### config.mk
export PLATFORM = sky130hd
export DESIGN_NAME = step_shoot_step_sequencer
export DESIGN_NICKNAME = d
export VERILOG_FILES = /design/src/design/sssq_pkg.sv /design/src/design/sssq_core.sv /design/src/design/step_shoot_step_sequencer.sv
export SDC_FILE = /design/constraint.sdc
export NUM_CORES = 1
export LEC_CHECK = 0
export ABC_AREA = 1
export ABC_CLOCK_PERIOD_IN_PS = 38300
export BUFFER_PORTS_ARGS = -buffer_cell sky130_fd_sc_hd__buf_2
export CAP_MARGIN = 20
export CELL_PAD_IN_SITES_DETAIL_PLACEMENT = 1
export CELL_PAD_IN_SITES_GLOBAL_PLACEMENT = 1
export CORE_ASPECT_RATIO = 0.8
export CORE_UTILIZATION = 38
export CTS_CLUSTER_SIZE = 25
export DETAILED_ROUTE_END_ITERATION = 16
export PLACE_DENSITY = 0.67
export SYNTH_ARGS = -nofsm -noshare
export SYNTH_HDL_FRONTEND = slang
export SYNTH_SLANG_ARGS = --single-unit
### constraint.sdc
create_clock -name clk -period 38.3 [get_ports clk]
set_input_delay 7.66 -clock clk [delete_from_list [all_inputs] [get_ports clk]]
set_output_delay 7.66 -clock clk [all_outputs]
set_load 0.02 [all_outputs]
### src/design/sssq_pkg.sv
// Shared types, codes and constants of the step-shoot-step sequencer.
package sssq_pkg;

	localparam int TICKS_PER_SECOND_DEF = 1000;
	localparam int HALF_STEP_TICKS_DEF  = 50;

	localparam int IN_W  = 8;
	localparam int OUT_W = 24;
	localparam int CFG_W = 16;

	localparam logic [15:0] STEPS_RST = 16'd1;
	localparam logic [15:0] RELAY_RST = 16'd100;

	typedef enum logic [2:0] {
		CFG_MICROSTEP = 3'd0,
		CFG_START_DIR = 3'd1,
		CFG_STARTUP   = 3'd2,
		CFG_STEPS     = 3'd3,
		CFG_SETTLE    = 3'd4,
		CFG_RELAY     = 3'd5,
		CFG_POST      = 3'd6
	} cfg_idx_t;

	typedef enum logic [4:0] {
		PH_START  = 5'b00001,
		PH_STEP   = 5'b00010,
		PH_SETTLE = 5'b00100,
		PH_TRIG   = 5'b01000,
		PH_POST   = 5'b10000
	} phase_t;

	localparam logic [2:0] PCODE_START  = 3'd0;
	localparam logic [2:0] PCODE_STEP   = 3'd1;
	localparam logic [2:0] PCODE_SETTLE = 3'd2;
	localparam logic [2:0] PCODE_TRIG   = 3'd3;
	localparam logic [2:0] PCODE_POST   = 3'd4;

	typedef struct packed {
		logic        microstep_on;
		logic        start_direction;
		logic [7:0]  startup_seconds;
		logic [15:0] steps_per_cycle;
		logic [7:0]  settle_seconds;
		logic [15:0] relay_millis;
		logic [7:0]  post_seconds;
	} cfg_t;

	// field order matches the output tdata packing, lowest bit last here
	typedef struct packed {
		logic [2:0]  phase_now;
		logic [15:0] shots_taken;
		logic        half_step_mode;
		logic        relay_level;
		logic        dir_level;
		logic        step_level;
	} res_t;

	function automatic logic [2:0] phase_code(phase_t p);
		logic [2:0] c;
		case (p)
			PH_START:  c = PCODE_START;
			PH_STEP:   c = PCODE_STEP;
			PH_SETTLE: c = PCODE_SETTLE;
			PH_TRIG:   c = PCODE_TRIG;
			PH_POST:   c = PCODE_POST;
			default:   c = PCODE_POST;
		endcase
		return c;
	endfunction

endpackage

### src/design/sssq_core.sv
// Tick sequencer: phase state, counters and the per-tick update.
module sssq_core import sssq_pkg::*; #(
	parameter int TICKS_PER_SECOND = TICKS_PER_SECOND_DEF,
	parameter int HALF_STEP_TICKS  = HALF_STEP_TICKS_DEF
) (
	input  logic clk,
	input  logic arst_n,
	input  logic adv,
	input  logic run,
	input  logic left_clear,
	input  logic right_clear,
	input  cfg_t cfg,
	output res_t res
);

	localparam int FULL_TICKS = 2 * HALF_STEP_TICKS;
	localparam int MAX_A   = (TICKS_PER_SECOND > FULL_TICKS) ? TICKS_PER_SECOND : FULL_TICKS;
	localparam int CNT_MAX = (MAX_A > 65535) ? MAX_A : 65535;
	localparam int CW      = $clog2(CNT_MAX + 1);
	// worst chain in one tick: startup, a full cycle of empty parts, up to the post wait
	localparam int CHAIN   = 9;

	phase_t        ph_q, ph_d;
	logic [CW-1:0] cnt_q, cnt_d;
	logic [CW:0]   cnt_inc;
	logic [7:0]    sec_q, sec_d;
	logic [15:0]   pul_q, pul_d;
	logic [15:0]   shots_q, shots_d;
	logic          dir_q, dir_d;
	logic          mode_q, mode_d;
	logic          step_q, step_d;
	logic          relay_q, relay_d;
	logic          started, busy, sec_tick;

	always_comb begin
		ph_d     = ph_q;
		cnt_d    = cnt_q;
		sec_d    = sec_q;
		pul_d    = pul_q;
		shots_d  = shots_q;
		dir_d    = dir_q;
		mode_d   = mode_q;
		step_d   = step_q;
		relay_d  = relay_q;
		started  = 1'b0;
		busy     = 1'b0;
		sec_tick = 1'b0;
		cnt_inc  = '0;
		if (run) begin
			step_d  = 1'b0;
			relay_d = 1'b0;
			if (ph_q == PH_START && cnt_q == '0 && sec_q == '0) begin
				mode_d = cfg.microstep_on;
				dir_d  = cfg.start_direction;
			end
			busy = 1'b1;
			for (int i = 0; i < CHAIN; i++) begin
				if (busy) begin
					case (ph_d)
						PH_START: begin
							if (sec_d >= cfg.startup_seconds) begin
								if (!left_clear) dir_d = 1'b0;
								else if (!right_clear) dir_d = 1'b1;
								ph_d    = PH_STEP;
								cnt_d   = '0;
								sec_d   = '0;
								pul_d   = '0;
								started = 1'b1;
							end else begin
								sec_tick = 1'b1;
								busy     = 1'b0;
							end
						end
						PH_STEP: begin
							if (pul_d >= cfg.steps_per_cycle) begin
								ph_d  = PH_SETTLE;
								cnt_d = '0;
								sec_d = '0;
							end else begin
								step_d  = (cnt_d >= CW'(HALF_STEP_TICKS));
								cnt_inc = {1'b0, cnt_d} + (CW+1)'(1);
								if (cnt_inc >= (CW+1)'(FULL_TICKS)) begin
									cnt_d = '0;
									pul_d = pul_d + 16'd1;
								end else begin
									cnt_d = cnt_inc[CW-1:0];
								end
								busy = 1'b0;
							end
						end
						PH_SETTLE: begin
							if (sec_d >= cfg.settle_seconds) begin
								ph_d  = PH_TRIG;
								cnt_d = '0;
								sec_d = '0;
							end else begin
								sec_tick = 1'b1;
								busy     = 1'b0;
							end
						end
						PH_TRIG: begin
							if (cnt_d >= CW'(cfg.relay_millis)) begin
								shots_d = shots_d + 16'd1;
								ph_d    = PH_POST;
								cnt_d   = '0;
								sec_d   = '0;
							end else begin
								relay_d = 1'b1;
								cnt_d   = cnt_d + CW'(1);
								busy    = 1'b0;
							end
						end
						PH_POST: begin
							if (sec_d >= cfg.post_seconds) begin
								// at most one cycle start per tick
								if (started) begin
									busy = 1'b0;
								end else begin
									if (!left_clear) dir_d = 1'b0;
									else if (!right_clear) dir_d = 1'b1;
									ph_d    = PH_STEP;
									cnt_d   = '0;
									sec_d   = '0;
									pul_d   = '0;
									started = 1'b1;
								end
							end else begin
								sec_tick = 1'b1;
								busy     = 1'b0;
							end
						end
						default: begin
							ph_d = PH_POST;
							busy = 1'b0;
						end
					endcase
				end
			end
			// one tick of a seconds wait: ms counter rolls into the seconds count
			if (sec_tick) begin
				cnt_inc = {1'b0, cnt_d} + (CW+1)'(1);
				if (cnt_inc == (CW+1)'(TICKS_PER_SECOND)) begin
					cnt_d = '0;
					sec_d = sec_d + 8'd1;
				end else begin
					cnt_d = cnt_inc[CW-1:0];
				end
			end
		end
	end

	always_ff @(posedge clk or negedge arst_n) begin
		if (!arst_n) begin
			ph_q    <= PH_START;
			cnt_q   <= '0;
			sec_q   <= '0;
			pul_q   <= '0;
			shots_q <= '0;
			dir_q   <= 1'b0;
			mode_q  <= 1'b0;
			step_q  <= 1'b0;
			relay_q <= 1'b0;
		end else if (adv) begin
			ph_q    <= ph_d;
			cnt_q   <= cnt_d;
			sec_q   <= sec_d;
			pul_q   <= pul_d;
			shots_q <= shots_d;
			dir_q   <= dir_d;
			mode_q  <= mode_d;
			step_q  <= step_d;
			relay_q <= relay_d;
		end
	end

	assign res.step_level     = step_d;
	assign res.dir_level      = dir_d;
	assign res.relay_level    = relay_d;
	assign res.half_step_mode = mode_d;
	assign res.shots_taken    = shots_d;
	assign res.phase_now      = phase_code(ph_d);

endmodule

### src/design/step_shoot_step_sequencer.sv
// Channel  | Dir | Handshake          | Contents
// s        | in  | s_tvalid/s_tready  | one tick: run, endstop levels
// m        | out | m_tvalid/m_tready  | levels, shot count and phase after the tick
// cfg      | in  | cfg_we             | register writes by index
//
// One item per clock cycle while the receiver takes results; an item passes through the input
// register and the combinational tick update into the result register.
// Reset clears all sequence state and loads the register reset values.
// A stalled result holds in the output register; the input register takes one more item
// only if it is empty, after which s_tready drops until the result is taken.
module step_shoot_step_sequencer import sssq_pkg::*; #(
	parameter int TICKS_PER_SECOND = TICKS_PER_SECOND_DEF,
	parameter int HALF_STEP_TICKS  = HALF_STEP_TICKS_DEF
) (
	input  logic             clk,
	input  logic             arst_n,
	input  logic             cfg_we,
	input  logic [2:0]       cfg_index,
	input  logic [CFG_W-1:0] cfg_wdata,
	input  logic             s_tvalid,
	output logic             s_tready,
	input  logic [IN_W-1:0]  s_tdata,  // run, left_stop_clear, right_stop_clear, zero pad
	output logic             m_tvalid,
	input  logic             m_tready,
	output logic [OUT_W-1:0] m_tdata   // step_level, dir_level, relay_level,
	                                   // half_step_mode, shots_taken[15:0],
	                                   // phase_now[2:0], zero pad
);

	cfg_t       cfg_q;
	logic       valid_s1;
	logic       run_s1, left_s1, right_s1;
	logic       m_valid_q;
	res_t       m_data_q;
	res_t       res;
	logic       adv;

	assign adv      = valid_s1 && (!m_valid_q || m_tready);
	assign s_tready = !valid_s1 || adv;

	always_ff @(posedge clk or negedge arst_n) begin
		if (!arst_n) begin
			cfg_q.microstep_on    <= 1'b0;
			cfg_q.start_direction <= 1'b0;
			cfg_q.startup_seconds <= '0;
			cfg_q.steps_per_cycle <= STEPS_RST;
			cfg_q.settle_seconds  <= '0;
			cfg_q.relay_millis    <= RELAY_RST;
			cfg_q.post_seconds    <= '0;
		end else if (cfg_we) begin
			case (cfg_index)
				CFG_MICROSTEP: cfg_q.microstep_on    <= cfg_wdata[0];
				CFG_START_DIR: cfg_q.start_direction <= cfg_wdata[0];
				CFG_STARTUP:   cfg_q.startup_seconds <= cfg_wdata[7:0];
				CFG_STEPS:     cfg_q.steps_per_cycle <= cfg_wdata;
				CFG_SETTLE:    cfg_q.settle_seconds  <= cfg_wdata[7:0];
				CFG_RELAY:     cfg_q.relay_millis    <= cfg_wdata;
				CFG_POST:      cfg_q.post_seconds    <= cfg_wdata[7:0];
				default: ;
			endcase
		end
	end

	always_ff @(posedge clk or negedge arst_n) begin
		if (!arst_n) begin
			valid_s1  <= 1'b0;
			m_valid_q <= 1'b0;
		end else begin
			if (s_tready) valid_s1 <= s_tvalid;
			if (adv) m_valid_q <= 1'b1;
			else if (m_tready) m_valid_q <= 1'b0;
		end
	end

	always_ff @(posedge clk) begin
		if (s_tvalid && s_tready) begin
			run_s1   <= s_tdata[0];
			left_s1  <= s_tdata[1];
			right_s1 <= s_tdata[2];
		end
		if (adv) m_data_q <= res;
	end

	sssq_core #(
		.TICKS_PER_SECOND (TICKS_PER_SECOND),
		.HALF_STEP_TICKS  (HALF_STEP_TICKS)
	) u_core (
		.clk         (clk),
		.arst_n      (arst_n),
		.adv         (adv),
		.run         (run_s1),
		.left_clear  (left_s1),
		.right_clear (right_s1),
		.cfg         (cfg_q),
		.res         (res)
	);

	assign m_tvalid = m_valid_q;
	assign m_tdata  = {1'b0, m_data_q};

endmodule

==> results.txt <==
STA classifies the critical path startpoint as a flop. TritonCTS built the clock tree. The total power consumption of the routed design is 1.49 mW. The DRC violations left came out at 0.

The leakage power came out at 12.8 nW. The synthesized netlist devotes 23.3% of its cell area to adder and majority cells. In the synthesized netlist the async set-or-reset flop fraction comes to 82.8%. The global-route wire length before repair is 134 mm. The I/O pin total came out at 58.

The starting density of the core is 38.5%. The category of the most critical setup path is flop to flop. After synthesis the netlist holds a flip-flop and latch count of 151. The area growth from synthesis to layout came out at 7.66%. The endpoint of the most critical setup path is u_core.sec_q[2].

In the final routed layout, each cell accounts on average for 20.5 µm. For this run, the share of the core covered by cells in the final layout is 41.5%. The maximum level of the CTS H-tree came out at 4. The clock passes through at most 2 buffers. After legalization and detailed placement, the total HPWL measured 70.1 mm.

The portion of netlist area occupied by mux cells came out at 0.0446%. The clock slew seen by the registers of the worst setup and hold paths is 70 ps. In the final layout, the share of cells above drive strength 1 is 6.05%.

The proportion of synthesized chip area in sequential cells came out at 17.5%. For the worst-skew pair, the clock arrives at the later sink with an insertion delay of 490 ps. The number of hold violations in the final report came to 0. The number of antenna violations at the first check in global routing is 0. The floorplan die area came out at 0.0600 mm².

Summing every instance area after synthesis gives 0.0224 mm². The relative contribution of sequential cells to total power came out at 15.9%. The area fraction in compound gates after synthesis is 16.2%.

The hold buffer count at CTS came out at 0. The core region is 0.0582 mm². The fraction of power spent switching nets is 59.3%.

The die span in y came out at 219 µm. The setup slack on the worst flop-to-flop path is 13120 ps. The width of the chip came out at 274 µm. After clock tree synthesis, the repair step resized 0 gates. The number of detailed-route iterations in the first pass is 5. The clock group share of total power is 11.5%.

The top cell types in the final layout, fill and taps aside, are sky130_fd_sc_hd__nand2_1, sky130_fd_sc_hd__inv_1, sky130_fd_sc_hd__ha_1. The internal power is 0.608 mW. The critical register-to-register path startpoint is u_core.cnt_q[0]. The slowest stage of the critical path is the sky130_fd_sc_hd__dfrtp_1 cell. The number of sinks driven by the clock tree is 151. The number of global-route vias before repair came to 23700. The pin count of the biggest net entering global routing is 66. In the synthesized netlist the dominant register cell turns out to be sky130_fd_sc_hd__dfrtp_1. The required arrival time at the worst endpoint is 38680 ps. The simple-gate share of the synthesized area is 27.9%. The total nets after synthesis came out at 3799. The root buffer cell is sky130_fd_sc_hd__clkbuf_16.

IR analysis of the VDD net gives a maximum drop of 0.0445 mV. The maximum clock frequency came out at 39.7 MHz. The final worst clock skew came out at 17.8 ps.

The delay of the slowest critical-path stage came out at 530 ps. Max-cap violations in this run came to 0. Dividing total power by cell area gives a power density of 61.8 mW/mm². The post-CTS setup buffer count is 0.

The net total in the final layout came out at 3827. The proportion of power drawn by combinational gates is 72.6%. Port buffering added 51 buffers. In the finished design, the share of the clock period the worst path needs comes to 65.7%. Counting every instance in the synthesized netlist gives 3350.

At the pin with the least slew margin, the transition time is 1030 ps. For this design the total switching power over the nets is 0.884 mW. Leaving out fill and tap cells, the most frequent cell in the layout is sky130_fd_sc_hd__nand2_1.

The per-cell via count in the routed design came out at 5.48. Buffers inserted during clock tree synthesis total 17. The detailed-route via count came out at 22800. The run finished with clean final reports.

The worst-path maximum fanout came out at 16. The congestion estimate from routability-driven global placement came to 0.930. The arrival time at the worst endpoint is 25560 ps.

Hold timing on the final database bottoms out at a slack of 493 ps. Setup repair after global routing left no endpoint under its margin. The max-slew headroom at the worst pin is 31.5%.

The final number of max-transition violations came to 0. The final critical path time including I/O delays and setup came out at 25180 ps. By area, the combinational part of the netlist is dominated by simple AND/OR/NAND/NOR gates. The cell row count is 79. The number of library cell types mapped by synthesis is 65.

In the final timing run, aggregate negative setup slack is 0 ps. The mean cell area of the mapped netlist is 6.70 µm². The number of warnings issued by yosys is 0. The worst setup path is captured at a flop. The kind of path behind the tightest hold check is flop to flop. In the global route stage, overall resource usage came out at 28.9%.

The worst register-to-register path ends at u_core.sec_q[2]. The final setup violation count came out at 0. The path depth of the worst reg2reg path is 140. The number of violations reported at the end of detailed-routing iteration 0 came out at 1228. The remaining antenna violation count after routing is 0. The final wirelength came out at 85.4 mm. The total overflow left after global routing is 0.

Yosys mapped a number of flops with a built-in enable equal to 26. The xor-xnor portion of the synthesized cell area is 4.56%. Counting stages on the worst path, the most repeated cell is sky130_fd_sc_hd__nand2_1. Tracing the worst setup path back leads to its startpoint at u_core.cnt_q[0].
==> synth_stat cells, drive strengths merged, types with 10 or more instances <==
cell    count  area, µm²
a21boi     18        135
a21o       14        105
a21oi     161        821
buf        11       72.6
clkbuf     47        176
clkinv     10       37.5
dfrtp     120       3000
edfxtp     26        781
ha        417       5220
inv       554       2080
nand2     784       3060
nand3     171        943
nand4      66        492
nor2      312       1290
nor3       40        210
nor4       25        163
o211ai     23        173
o21a       70        526
o21ai     298       1540
xnor2      16        140
xor2      100        883
==> power by group through the flow <==
stage / clock network, mW / logic (mW) / registers, mW
after floorplan: 0 / 0.717 / 0.227
after global placement: 0 / 1.01 / 0.238
after detailed placement: 0 / 1.06 / 0.239
after CTS: 0.175 / 1.07 / 0.237
after global routing: 0.180 / 1.20 / 0.241
final: 0.172 / 1.08 / 0.237
==> layout make-up <==
class,count,area (µm²)
antenna,1,2.50
clock buffer,18,450
clock inverter,14,110
fill,7586,34100
inverter,564,2120
multi-input combinational,2577,16200
sequential,151,3920
tap,769,962
timing repair buffer,67,429
==> critical path: cells and delay by family (launching register included) <==
kind / cells / cell delay [ps]
AOI/OAI and AO/OA: 47 / 10960
and+or+nand+nor: 65 / 8750
buffers and inverters: 19 / 2440
adders and majority gates: 8 / 2180
DFF: 1 / 530
xor gates and xnor gates: 1 / 230
==> sequential cells by signal (all words and copies together), names as in the netlist <==
register	flops
cfg_q	58
m_tdata	23
u_core.cnt_q	16
u_core.pul_q	16
u_core.shots_q	16
u_core.sec_q	8
u_core.ph_q	5
left_s1	1
m_tvalid	1
right_s1	1
run_s1	1
u_core.dir_q	1
u_core.mode_q	1
u_core.relay_q	1
u_core.step_q	1
valid_s1	1
==> routing by layer <==
| layer | global-route usage, % | vias up | routed length (µm) |
|---|---|---|---|
| met5 | 0 | - | 0 |
| met4 | 8.19 | 0 | 1900 |
| met3 | 4.18 | 73 | 3910 |
| met2 | 45.4 | 429 | 36900 |
| met1 | 40.7 | 11200 | 42700 |
| li1 | - | 11100 | - |
==> through the flow <==
step / cell area [µm²] / instances / setup slack, ps
floorplan: 22400 / 3350 / 21520
global placement: 23500 / 4124 / 13940
detailed placement: 23500 / 4124 / 13610
CTS: 24100 / 4156 / 13460
global route: 24100 / 4160 / 11260
finish: 24100 / 4161 / 13120
==> cell families after synthesis <==
group,Yosys count
AOI/OAI and AO/OA,629
xor gates and xnor gates,116
adders and majority gates,417
buffers and inverters,622
DFF,151
muxes,1
other,1
and+or+nand+nor,1413
==> worst min path at each step <==
stage                     to  depth (start not counted)          start  slack (ps)
2_1_floorplan  u_core.mode_q                          2  u_core.mode_q         450
3_3_place_gp       cfg_q[42]                          2      cfg_q[42]         470
3_5_place_dp       cfg_q[51]                          2      cfg_q[51]         480
4_1_cts            cfg_q[51]                          2      cfg_q[51]         490
5_1_grt            cfg_q[49]                          2      cfg_q[49]         510
6_report           cfg_q[51]                          2      cfg_q[51]         490
(Power assumes the default switching activity.)
